`src/rtl/core/assert_macros.svh`:
```
// Assertion macros used by the top-level RTL file.
`ifndef ASSERT_MACROS_SVH
`define ASSERT_MACROS_SVH

// Same-cycle implication, off while reset is held.
`define ASSERT_IMPL(label, clk, rst_n, ante, cons) \
    label: assert property (@(posedge clk) disable iff (!rst_n) (ante) |-> (cons)) \
        else $error("same-cycle implication failed");

// Next-cycle implication, off while reset is held.
`define ASSERT_NEXT(label, clk, rst_n, ante, cons) \
    label: assert property (@(posedge clk) disable iff (!rst_n) (ante) |=> (cons)) \
        else $error("next-cycle implication failed");

`endif

```
`src/rtl/core/vdsm_pkg.sv`:
```
// Types and constants of the vertex distance / seed mean block.
package vdsm_pkg;

    localparam int POS_W             = 32;
    localparam int DIST_W            = 33;
    localparam int RAD_W             = 66;
    localparam int MAX_SEED_VERTICES = 1024;
    localparam int CNT_W             = $clog2(MAX_SEED_VERTICES + 1);
    localparam int SUM_W             = DIST_W + $clog2(MAX_SEED_VERTICES);
    localparam int NUM_COMP          = 4;

    typedef struct packed {
        logic signed [POS_W-1:0] pos_a_x;
        logic signed [POS_W-1:0] pos_a_y;
        logic signed [POS_W-1:0] pos_a_z;
        logic signed [POS_W-1:0] pos_a_w;
        logic signed [POS_W-1:0] pos_b_x;
        logic signed [POS_W-1:0] pos_b_y;
        logic signed [POS_W-1:0] pos_b_z;
        logic signed [POS_W-1:0] pos_b_w;
        logic                    seed_end;
    } t_vertex_in;

    typedef struct packed {
        logic [DIST_W-1:0] dist_value;
        logic              is_seed_mean;
        logic              count_saturated;
    } t_dist_out;

    typedef enum logic [2:0] {
        S_IDLE,
        S_SQ,
        S_ROOT,
        S_ACC,
        S_DIV,
        S_EMIT
    } t_state;

endpackage

```
`src/rtl/core/vdsm_sqrt.sv`:
```
// Bit-serial integer square root: one root bit per cycle.
module vdsm_sqrt (
    input  logic                        i_clk,
    input  logic                        i_rst_n,
    input  logic                        i_start,
    input  logic [vdsm_pkg::RAD_W-1:0]  i_radicand,
    output logic                        o_done,
    output logic [vdsm_pkg::DIST_W-1:0] o_root
);
    import vdsm_pkg::*;

    localparam int REM_W  = DIST_W + 1;
    localparam int SH_W   = REM_W + 2;
    localparam int ITER_W = $clog2(DIST_W);
    localparam logic [ITER_W-1:0] ITER_LAST = ITER_W'(DIST_W - 1);

    logic              r_busy, n_busy;
    logic              r_done, n_done;
    logic [ITER_W-1:0] r_iter, n_iter;
    logic [RAD_W-1:0]  r_rad,  n_rad;
    logic [REM_W-1:0]  r_rem,  n_rem;
    logic [DIST_W-1:0] r_root, n_root;

    logic [SH_W-1:0] w_rem_sh;
    logic [SH_W-1:0] w_trial;
    logic            w_ge;

    // bring down the next two radicand bits and try root*4+1
    always_comb begin
        w_rem_sh = {r_rem, r_rad[RAD_W-1 -: 2]};
        w_trial  = {1'b0, r_root, 2'b01};
        w_ge     = (w_rem_sh >= w_trial);
    end

    always_comb begin
        n_busy = r_busy;
        n_done = 1'b0;
        n_iter = r_iter;
        n_rad  = r_rad;
        n_rem  = r_rem;
        n_root = r_root;
        if (i_start) begin
            n_busy = 1'b1;
            n_iter = '0;
            n_rad  = i_radicand;
            n_rem  = '0;
            n_root = '0;
        end else if (r_busy) begin
            n_rad  = {r_rad[RAD_W-3:0], 2'b00};
            n_rem  = w_ge ? REM_W'(w_rem_sh - w_trial) : REM_W'(w_rem_sh);
            n_root = {r_root[DIST_W-2:0], w_ge};
            n_iter = r_iter + 1'b1;
            if (r_iter == ITER_LAST) begin
                n_busy = 1'b0;
                n_done = 1'b1;
            end
        end
    end

    always_ff @(posedge i_clk) begin
        if (!i_rst_n) begin
            r_busy <= 1'b0;
            r_done <= 1'b0;
            r_iter <= '0;
        end else begin
            r_busy <= n_busy;
            r_done <= n_done;
            r_iter <= n_iter;
        end
    end

    always_ff @(posedge i_clk) begin
        r_rad  <= n_rad;
        r_rem  <= n_rem;
        r_root <= n_root;
    end

    assign o_done = r_done;
    assign o_root = r_root;

endmodule

```
`src/rtl/core/vdsm_div.sv`:
```
// Bit-serial restoring divider for the seed mean: one quotient bit per cycle.
module vdsm_div (
    input  logic                       i_clk,
    input  logic                       i_rst_n,
    input  logic                       i_start,
    input  logic [vdsm_pkg::SUM_W-1:0] i_dividend,
    input  logic [vdsm_pkg::CNT_W-1:0] i_divisor,
    output logic                       o_done,
    output logic [vdsm_pkg::SUM_W-1:0] o_quot
);
    import vdsm_pkg::*;

    localparam int ITER_W = $clog2(SUM_W);
    localparam logic [ITER_W-1:0] ITER_LAST = ITER_W'(SUM_W - 1);

    logic              r_busy, n_busy;
    logic              r_done, n_done;
    logic [ITER_W-1:0] r_iter, n_iter;
    logic [SUM_W-1:0]  r_dvd,  n_dvd;
    logic [CNT_W-1:0]  r_dvs,  n_dvs;
    logic [CNT_W-1:0]  r_rem,  n_rem;

    logic [CNT_W:0] w_rem_sh;
    logic [CNT_W:0] w_dvs_ext;
    logic           w_ge;

    always_comb begin
        w_rem_sh  = {r_rem, r_dvd[SUM_W-1]};
        w_dvs_ext = {1'b0, r_dvs};
        w_ge      = (w_rem_sh >= w_dvs_ext);
    end

    // dividend shifts out at the top while quotient bits enter at the bottom
    always_comb begin
        n_busy = r_busy;
        n_done = 1'b0;
        n_iter = r_iter;
        n_dvd  = r_dvd;
        n_dvs  = r_dvs;
        n_rem  = r_rem;
        if (i_start) begin
            n_busy = 1'b1;
            n_iter = '0;
            n_dvd  = i_dividend;
            n_dvs  = i_divisor;
            n_rem  = '0;
        end else if (r_busy) begin
            n_rem  = w_ge ? CNT_W'(w_rem_sh - w_dvs_ext) : CNT_W'(w_rem_sh);
            n_dvd  = {r_dvd[SUM_W-2:0], w_ge};
            n_iter = r_iter + 1'b1;
            if (r_iter == ITER_LAST) begin
                n_busy = 1'b0;
                n_done = 1'b1;
            end
        end
    end

    always_ff @(posedge i_clk) begin
        if (!i_rst_n) begin
            r_busy <= 1'b0;
            r_done <= 1'b0;
            r_iter <= '0;
        end else begin
            r_busy <= n_busy;
            r_done <= n_done;
            r_iter <= n_iter;
        end
    end

    always_ff @(posedge i_clk) begin
        r_dvd <= n_dvd;
        r_dvs <= n_dvs;
        r_rem <= n_rem;
    end

    assign o_done = r_done;
    assign o_quot = r_dvd;

endmodule

```
`src/rtl/core/vertex_distance_seed_mean.sv`:
```
// Top level: 4D vertex distance with optional per-seed mean.
//
// Input channel (i_in_valid / o_in_ready, payload i_in) takes one vertex pair
// per beat: two signed Q16.16 4D positions and a seed_end mark. Output channel
// (o_out_valid / i_out_ready, payload o_out) returns the floored Q17.16
// distance, or in per-seed mode the floored mean over the seed.
// Config channel (i_cfg_valid / o_cfg_ready, i_cfg_data) writes output_mode;
// write it only while the block is idle. It is always ready.
// Work on one beat: component differences and squares through a single 32x32
// multiplier, then the bit-serial square root (one root bit per cycle). A
// vertex-mode result is then loaded into the output register, and the next
// beat is taken after that. In per-seed mode a vertex that is not the seed's
// last yields no beat; the last one also passes through the bit-serial divider
// (one quotient bit per cycle over the 43-bit sum). The block handles one beat
// at a time.
// Reset clears the mode, the seed accumulators and the output valid.
// A stalled receiver holds the result in the output register; the next beat
// is still computed and waits until the output register frees up.
module vertex_distance_seed_mean (
    input  logic                  i_clk,
    input  logic                  i_rst_n,
    input  logic                  i_in_valid,
    output logic                  o_in_ready,
    input  vdsm_pkg::t_vertex_in  i_in,
    output logic                  o_out_valid,
    input  logic                  i_out_ready,
    output vdsm_pkg::t_dist_out   o_out,
    input  logic                  i_cfg_valid,
    output logic                  o_cfg_ready,
    input  logic                  i_cfg_data
);
    import vdsm_pkg::*;

    `include "assert_macros.svh"

    localparam int VEC_W = POS_W * NUM_COMP;
    localparam int SQ_W  = 2 * POS_W;
    localparam logic [2:0] SQ_LAST = 3'(NUM_COMP + 2);
    localparam logic [CNT_W-1:0] CNT_MAX = CNT_W'(MAX_SEED_VERTICES);

    t_state r_state, n_state;

    logic r_mode;
    logic r_out_valid;
    t_dist_out r_out;
    t_dist_out r_res;

    logic [2:0]        r_sq_cnt;
    logic [VEC_W-1:0]  r_pa;
    logic [VEC_W-1:0]  r_pb;
    logic [POS_W-1:0]  r_diff;
    logic [SQ_W-1:0]   r_sq;
    logic [RAD_W-1:0]  r_rad;
    logic              r_seed_end;

    logic [SUM_W-1:0]  r_sum, n_sum;
    logic [CNT_W-1:0]  r_count, n_count;
    logic              r_sat, n_sat;

    // FSM controls
    logic w_accept;
    logic w_sq_en;
    logic w_root_start;
    logic w_acc_en;
    logic w_div_start;
    logic w_vertex_res;
    logic w_out_load;

    logic              w_root_done;
    logic [DIST_W-1:0] w_root;
    logic              w_div_done;
    logic [SUM_W-1:0]  w_quot;

    logic signed [POS_W:0] w_sdiff;

    assign o_cfg_ready = 1'b1;

    // next state
    always_comb begin
        n_state = r_state;
        case (r_state)
            S_IDLE: begin
                if (i_in_valid) n_state = S_SQ;
            end
            S_SQ: begin
                if (r_sq_cnt == SQ_LAST) n_state = S_ROOT;
            end
            S_ROOT: begin
                if (w_root_done) n_state = r_mode ? S_ACC : S_EMIT;
            end
            S_ACC: begin
                n_state = r_seed_end ? S_DIV : S_IDLE;
            end
            S_DIV: begin
                if (w_div_done) n_state = S_EMIT;
            end
            S_EMIT: begin
                if (!r_out_valid || i_out_ready) n_state = S_IDLE;
            end
            default: n_state = S_IDLE;
        endcase
    end

    // FSM outputs
    always_comb begin
        o_in_ready   = 1'b0;
        w_sq_en      = 1'b0;
        w_root_start = 1'b0;
        w_acc_en     = 1'b0;
        w_div_start  = 1'b0;
        w_vertex_res = 1'b0;
        w_out_load   = 1'b0;
        case (r_state)
            S_IDLE: begin
                o_in_ready = 1'b1;
            end
            S_SQ: begin
                w_sq_en      = 1'b1;
                w_root_start = (r_sq_cnt == SQ_LAST);
            end
            S_ROOT: begin
                w_vertex_res = w_root_done && !r_mode;
            end
            S_ACC: begin
                w_acc_en    = 1'b1;
                w_div_start = r_seed_end;
            end
            S_EMIT: begin
                w_out_load = !r_out_valid || i_out_ready;
            end
            default: begin
                o_in_ready = 1'b0;
            end
        endcase
    end

    assign w_accept = i_in_valid && o_in_ready;

    always_ff @(posedge i_clk) begin
        if (!i_rst_n) begin
            r_state     <= S_IDLE;
            r_mode      <= 1'b0;
            r_out_valid <= 1'b0;
            r_sq_cnt    <= '0;
            r_sum       <= '0;
            r_count     <= '0;
            r_sat       <= 1'b0;
        end else begin
            r_state <= n_state;
            if (i_cfg_valid) r_mode <= i_cfg_data;
            if (w_out_load) begin
                r_out_valid <= 1'b1;
            end else if (i_out_ready) begin
                r_out_valid <= 1'b0;
            end
            if (w_accept) begin
                r_sq_cnt <= '0;
            end else if (w_sq_en) begin
                r_sq_cnt <= r_sq_cnt + 1'b1;
            end
            r_sum   <= n_sum;
            r_count <= n_count;
            r_sat   <= n_sat;
        end
    end

    // one component per cycle: difference, square, accumulate
    assign w_sdiff = {r_pa[POS_W-1], r_pa[POS_W-1:0]} - {r_pb[POS_W-1], r_pb[POS_W-1:0]};

    always_ff @(posedge i_clk) begin
        if (w_accept) begin
            r_pa       <= {i_in.pos_a_w, i_in.pos_a_z, i_in.pos_a_y, i_in.pos_a_x};
            r_pb       <= {i_in.pos_b_w, i_in.pos_b_z, i_in.pos_b_y, i_in.pos_b_x};
            r_seed_end <= i_in.seed_end;
            r_diff     <= '0;
            r_sq       <= '0;
            r_rad      <= '0;
        end else if (w_sq_en) begin
            r_pa   <= {{POS_W{1'b0}}, r_pa[VEC_W-1:POS_W]};
            r_pb   <= {{POS_W{1'b0}}, r_pb[VEC_W-1:POS_W]};
            r_diff <= w_sdiff[POS_W] ? POS_W'(-w_sdiff) : POS_W'(w_sdiff);
            r_sq   <= r_diff * r_diff;
            r_rad  <= r_rad + RAD_W'(r_sq);
        end
    end

    // seed accumulation; the last vertex is added before the mean is taken
    always_comb begin
        n_sum   = r_sum;
        n_count = r_count;
        n_sat   = r_sat;
        if (w_acc_en) begin
            if (r_count < CNT_MAX) begin
                n_sum   = r_sum + SUM_W'(w_root);
                n_count = r_count + 1'b1;
            end else begin
                n_sat = 1'b1;
            end
            if (r_seed_end) begin
                n_sum   = '0;
                n_count = '0;
                n_sat   = 1'b0;
            end
        end
    end

    logic [SUM_W-1:0] w_div_dvd;
    logic [CNT_W-1:0] w_div_dvs;

    always_comb begin
        if (r_count < CNT_MAX) begin
            w_div_dvd = r_sum + SUM_W'(w_root);
            w_div_dvs = r_count + 1'b1;
        end else begin
            w_div_dvd = r_sum;
            w_div_dvs = r_count;
        end
    end

    always_ff @(posedge i_clk) begin
        if (w_vertex_res) begin
            r_res.dist_value      <= w_root;
            r_res.is_seed_mean    <= 1'b0;
            r_res.count_saturated <= 1'b0;
        end else if (w_div_start) begin
            r_res.is_seed_mean    <= 1'b1;
            r_res.count_saturated <= (r_count >= CNT_MAX) || r_sat;
        end else if (w_div_done) begin
            r_res.dist_value <= w_quot[DIST_W-1:0];
        end
        if (w_out_load) r_out <= r_res;
    end

    vdsm_sqrt u_sqrt (
        .i_clk      (i_clk),
        .i_rst_n    (i_rst_n),
        .i_start    (w_root_start),
        .i_radicand (r_rad),
        .o_done     (w_root_done),
        .o_root     (w_root)
    );

    vdsm_div u_div (
        .i_clk      (i_clk),
        .i_rst_n    (i_rst_n),
        .i_start    (w_div_start),
        .i_dividend (w_div_dvd),
        .i_divisor  (w_div_dvs),
        .o_done     (w_div_done),
        .o_quot     (w_quot)
    );

    assign o_out_valid = r_out_valid;
    assign o_out       = r_out;

    `ASSERT_IMPL(a_count_bound, i_clk, i_rst_n, 1'b1, r_count <= CNT_MAX)
    `ASSERT_NEXT(a_accept_to_sq, i_clk, i_rst_n, w_accept, r_state == S_SQ)
    `ASSERT_IMPL(a_root_in_state, i_clk, i_rst_n, w_root_done, r_state == S_ROOT)
    `ASSERT_IMPL(a_div_in_state, i_clk, i_rst_n, w_div_done, r_state == S_DIV)

endmodule

```
`config.mk`:
```
export PLATFORM = sky130hd
export DESIGN_NAME = vertex_distance_seed_mean
export DESIGN_NICKNAME = d
export VERILOG_FILES = /design/src/rtl/core/vdsm_pkg.sv /design/src/rtl/core/vdsm_sqrt.sv /design/src/rtl/core/vdsm_div.sv /design/src/rtl/core/vertex_distance_seed_mean.sv
export VERILOG_INCLUDE_DIRS = /design/src /design/src/rtl/core
export SDC_FILE = /design/constraint.sdc
export NUM_CORES = 2
export LEC_CHECK = 0
export BUFFER_PORTS_ARGS = -buffer_cell sky130_fd_sc_hd__buf_2
export CAP_MARGIN = 20
export CORE_AREA = 3 3 352 354
export CTS_CLUSTER_DIAMETER = 40
export DETAILED_ROUTE_END_ITERATION = 10
export DIE_AREA = 0 0 355 357
export GPL_TIMING_DRIVEN = 0
export PLACE_DENSITY = 0.86
export SLEW_MARGIN = 20
export SYNTH_ARGS = -nofsm -noshare
export SYNTH_HDL_FRONTEND = slang
export SYNTH_HIERARCHICAL = 1
export SYNTH_SLANG_ARGS = --single-unit
export TNS_END_PERCENT = 5
```
`constraint.sdc`:
```
create_clock -name i_clk -period 9.29 [get_ports i_clk]
set_clock_uncertainty 0.1 [all_clocks]
set_input_delay 0.4645 -clock i_clk [delete_from_list [all_inputs] [get_ports i_clk]]
set_output_delay 0.4645 -clock i_clk [all_outputs]
set_load 0.05 [all_outputs]
```
# Yosys cells after proc, flatten, opt, wreduce, memory -nomap -nowiden
# Cells that the tools add are included.
# totals
register_bits	766
latchBits	0
ram_bits	0
rom_bits	0
in_bits	263
out_inout_bits	38
mem_count	0
# classes
add_sub_neg	10
multipliers	1
div	0
order_cmp	4
eq_ne	15
n_shift	0
mux	46
bitwise_logic	3
n_reduce_logical	20
# op_table
op	count
$mux 128	4
$mux 43	4
$mux 66	2
$add 66x64->66	1
$mux 33	2
$mul 32x32->64	1
$add 43x33->43	1
$ge 36x35->1	1
$mux 35	1
$mux 34	1
$sub 34x34->34	1
$mux 11	3
$sub 32x32->33	1
$mux 32	1
$neg 32->32	1
$mux 3	7
$mux 1	19
$pmux 3 s6	1
$add 6x1->6 const B	2
$eq 6x6->1 const B	2
$ge 12x11->1	1
$add 11x1->11 const B	1
$ge 11x11->1 const B	1
$lt 11x11->1 const B	1
18 further kinds	39

# Depth between registers and ports, before layout
# logic_depth
depth_word	5
mapped_depth	31
ltp_nobuf	28

# Hierarchy
# Netlist, hierarchy kept.
# by_module_without_submodules
mod	instances	cells_per_inst	area_each_um2
vertex_distance_seed_mean	1	6396	58830.2
vdsm_sqrt	1	735	7636.1
vdsm_div	1	274	3590.9

# Least setup slack after synthesis
# No wires, ideal clock.
# synth_timing
kind	reg-to-reg
from	reg r_state[2]
to	reg r_pa[0] (enable)
setup_ns	0.722
arrival_ns	8.374
path_slack_ns	0.094
stages_incl_launch_ff	6
synth_period_minus_slack_ns	9.196
path_cell_list	dfxtp_1 > clkbuf_1 > nor3_1 > nor2_1 > inv_1 > clkbuf_1
# synth_via
elab_chain_len	4
elab_cells_between_ends	6
cone_classes	1 x eq/ne; 2 x mux; 3 x reduce/logical
# synth_rtl
element	line	rtl
start, declared	vertex_distance_seed_mean.sv:41	t_state r_state, n_state;
start signal, assigned	vertex_distance_seed_mean.sv:149	r_state <= n_state;
$logic_not 3->1	vertex_distance_seed_mean.sv:113	case (r_state)
$mux 1	vertex_distance_seed_mean.sv:113	
$logic_and 1x1->1	vertex_distance_seed_mean.sv:137	assign w_accept = i_in_valid && o_in_ready;
$reduce_bool 2->1 (no source line) (*)	--	
end signal, assigned	vertex_distance_seed_mean.sv:172	r_pa <= {i_in.pos_a_w, i_in.pos_a_z, i_in.pos_a_y, i_in.pos_a_x};
end signal, assigned	vertex_distance_seed_mean.sv:179	r_pa <= {{POS_W{1'b0}}, r_pa[VEC_W-1:POS_W]};
end, declared	vertex_distance_seed_mean.sv:49	logic [VEC_W-1:0] r_pa;
# Every way passes the cells marked *; elsewhere a longest branch is shown, timed or not.
# A chain may end at the register's enable or synchronous reset.

# Final worst setup path
# layout_timing
from	reg r_diff[21]
to	reg r_sq[63]
# layout_via
elab_chain_len	1
# layout_rtl
element	line	rtl
start, declared	vertex_distance_seed_mean.sv:51	logic [POS_W-1:0] r_diff;
start signal, assigned	vertex_distance_seed_mean.sv:181	r_diff <= w_sdiff[POS_W] ? POS_W'(-w_sdiff) : POS_W'(w_sdiff);
$mul 32x32->64	vertex_distance_seed_mean.sv:182	r_sq <= r_diff * r_diff;
end signal, assigned	vertex_distance_seed_mean.sv:182	
end, declared	vertex_distance_seed_mean.sv:52	logic [SQ_W-1:0] r_sq;
# Every way passes these cells.

==> results.tsv <==
metric	value	unit
status	finished, final reports clean	
min-delay src	i_in[121]	
WL/cell	23.31	um
Worst Path Required	9.70	ns
yosys warns	6	
Layout Nets	9537	
Unique masters post-synth	100	
FF+latch count, synth	765	
post-layout util	65.30	%
Setup violations, final	0	
Slew @ Worst Pin	1.144	ns
initial antenna violation count	21	
Skew-Pair Late Insertion Delay	0.69	ns
CP Capture Type	register	
clock-pin slew on the worst setup and hold paths	0.07	ns
residual DRC count	0	
Post-synth EDFFs	445	
Die Area	126700	um2
Final Slew Violations	0	
Final Hold Viols	0	
CTS buffer count	94	
Initial DRT Pass Iterations	6	
pin count of the biggest net entering global routing	60	
Worst setup startpoint	r_diff[21]$_SDFFE_PP0P_	
fin crit period	9.174	ns
DP HPWL	170.6	mm
clk buf depth	3	
antenna viol nets, final	0	
pre-CTS setup slack	-1.032	ns
worst hold path class	primary input to register	
Seq/Total Area, Yosys	28.22	%
Die Span X	355	um
Critical Path AT	9.58	ns
Gate Count Post-Synth	7405	
CP Launch Type	register	
worst setup margin	0.1157	ns
All-Layer GR Usage	35.47	%
most common cell in the netlist	nand2_1	
mapped cell area	70060	um2
syn_nets	8943	
top post-synthesis cells by area	fa_1 23%, edfxtp_1 19%, dfxtp_1 9.1%	
clock sink count	765	
die height	357	um
Initial Util	57.71	%
Rel. slew slack	23.75	%
Fmax	109.0	MHz
row count	128	
vias in the first global route	60005	
total I/O pin count	301	
Layout area overhead	13.16	%
Setup Crit Path Kind	register to register	
DRT Wirelength	226.8	mm
Post-synth top cells	1,211 x nand2_1, 1,107 x inv_1, 795 x fa_1, 480 x ha_1, 445 x edfxtp_1	
IO buf count	299	
Tcrit/Tclk final	98.76	%
largest fanout on the critical path	10	
first-pass GRT wire length	345.7	mm
Post-Syn Area per Cell	9.461	um2
Initial DRC Count	6285	
CTS root buf	clkbuf_16	
ys async rst share	0	%
Synth Flop Type	edfxtp_1	
CTS tree	built	
Max-cap violations	0	
share of Yosys cell area claimed by the top area cell type	22.72	%
Core Box Area	121400	um2
cell taking the most area after synthesis	fa_1	
DR vias	58611	
total global routing overflow	0	
htree depth	3	
ratio of cells with drive above 1 in the final layout	9.850	%
worst reg2reg startpoint	r_diff[21]$_SDFFE_PP0P_	
post-DR vias/cell	6.026	
routability cong.	1.073	
-- path summary, 6_finish.rpt --
kind                                         endpoint  slack (ns)  depth (start not counted)
worst max-delay path            r_sq[63]$_SDFFE_PP0P_        0.12                         27
worst max register to register  r_sq[63]$_SDFFE_PP0P_        0.12                         27
worst min register to register    o_out[25]$_DFFE_PP_        0.32                          0
worst min-delay path               r_pb[24]$_DFFE_PP_        0.02                          3
-- final cells by class --
class / instances / area, um2
diodes: 21 / 52.55
plain buffers: 346 / 1555
clock buffers: 116 / 2550
clock inverters: 62 / 710.7
fillers: 9231 / 42120
inverters: 1108 / 4161
multi-input cells: 5183 / 44800
flip-flops and latches: 765 / 19780
well taps: 1625 / 2033
repair buffers: 501 / 3636
-- metrics by stage --
step           setup TNS (ns)  hold slack (ns)  area, um2  std cells
2_1_floorplan               0           0.3003      70060       7405
3_3_place_gp         -1023.32           0.3064      73590       9329
3_5_place_dp           -13.63           0.3045      73810       9337
4_1_cts                     0        0.0002170      79080       9707
5_1_grt             -0.004183          0.01869      79250       9717
6_report                    0          0.01665      79270       9727
-- per-layer routing --
| layer | GRT usage [%] | wire length, um |
|---|---|---|
| met5 | 0 | 49 |
| met3 | 8.525 | 25600 |
| met1 | 43.12 | 80720 |
| met4 | 22.47 | 17280 |
| met2 | 56.94 | 103100 |
-- kinds of logic after synthesis --
| logic type | Yosys count | share of synthesized area, % |
|---|---|---|
| AOI/OAI and AO/OA | 1149 | 10.63 |
| and+or+nand+nor | 2243 | 14.81 |
| muxes | 215 | 3.333 |
| DFF | 765 | 28.22 |
| other | 1 | 0.005353 |
| adders and majority gates | 1275 | 31.29 |
| buffers and inverters | 1457 | 7.937 |
| xor gates and xnor gates | 300 | 3.772 |
-- cell usage in the layout (no fill, tap or decap), drive strengths merged, types with 20 or more instances in the layout --
master | synthesis | layout
a21o | 149 | 149
inv | 1108 | 1131
a31o | 20 | 20
a21boi | 37 | 37
nand3 | 96 | 96
o31ai | 21 | 21
nand2b | 32 | 32
mux2i | 69 | 69
o21bai | 38 | 38
o21a | 23 | 23
a21oi | 282 | 282
and2 | 262 | 262
nor2b | 69 | 69
a22oi | 33 | 33
clkbuf | 312 | 417
edfxtp | 445 | 445
o211ai | 26 | 26
ha | 480 | 480
dlygate4sd3 | 0 | 194
nor3 | 36 | 36
or3 | 32 | 32
buf | 37 | 352
dfxtp | 320 | 320
a31oi | 41 | 41
diode | 0 | 21
xnor2 | 176 | 176
fa | 795 | 795
and3 | 105 | 105
o21ai | 294 | 294
clkinv | 0 | 30
mux2 | 146 | 146
nand2 | 1211 | 1211
xor2 | 124 | 124
nand4 | 50 | 50
a211oi | 51 | 51
nor2 | 264 | 264
-- repair_timing --
action                                 in CTS  in global routing
hold buffers                              194                  0
endpoints found under the hold margin     193                  0
setup endpoints to repair                  31                 14
gates resized for setup                    47                159
setup buffers                               0                  0
-- registers in the layout, summed over array words and instances, names as in the netlist, 33 cells and up --
register / count
r_res: 35
u_div/o_quot: 43
u_sqrt/r_rem: 34
u_sqrt/r_rad: 66
r_pa: 128
r_rad: 66
r_sum: 43
o_out: 35
r_sq: 63
r_pb: 128
u_sqrt/o_root: 33
-- worst max-delay path: stages (launching register included) --
cell	delay [ns]
dfxtp_1	0.67
clkbuf_2	0.59
nand2_1	0.16
fa_1	0.58
inv_1	0.07
fa_1	0.49
fa_1	0.50
inv_1	0.06
fa_1	0.50
inv_1	0.06
fa_1	0.57
fa_1	0.46
fa_1	0.50
inv_1	0.07
fa_1	0.58
inv_1	0.07
ha_1	0.39
a21o_1	0.19
a21o_1	0.16
a21oi_1	0.22
o21ai_0	0.14
a221oi_1	0.38
o21ai_0	0.13
a21o_1	0.24
a211o_1	0.35
a221oi_1	0.34
xnor2_1	0.30
o21ai_0	0.13
Power is not shown: default switching activity piles up to over one toggle a cycle in this logic, so the estimate is an artifact.
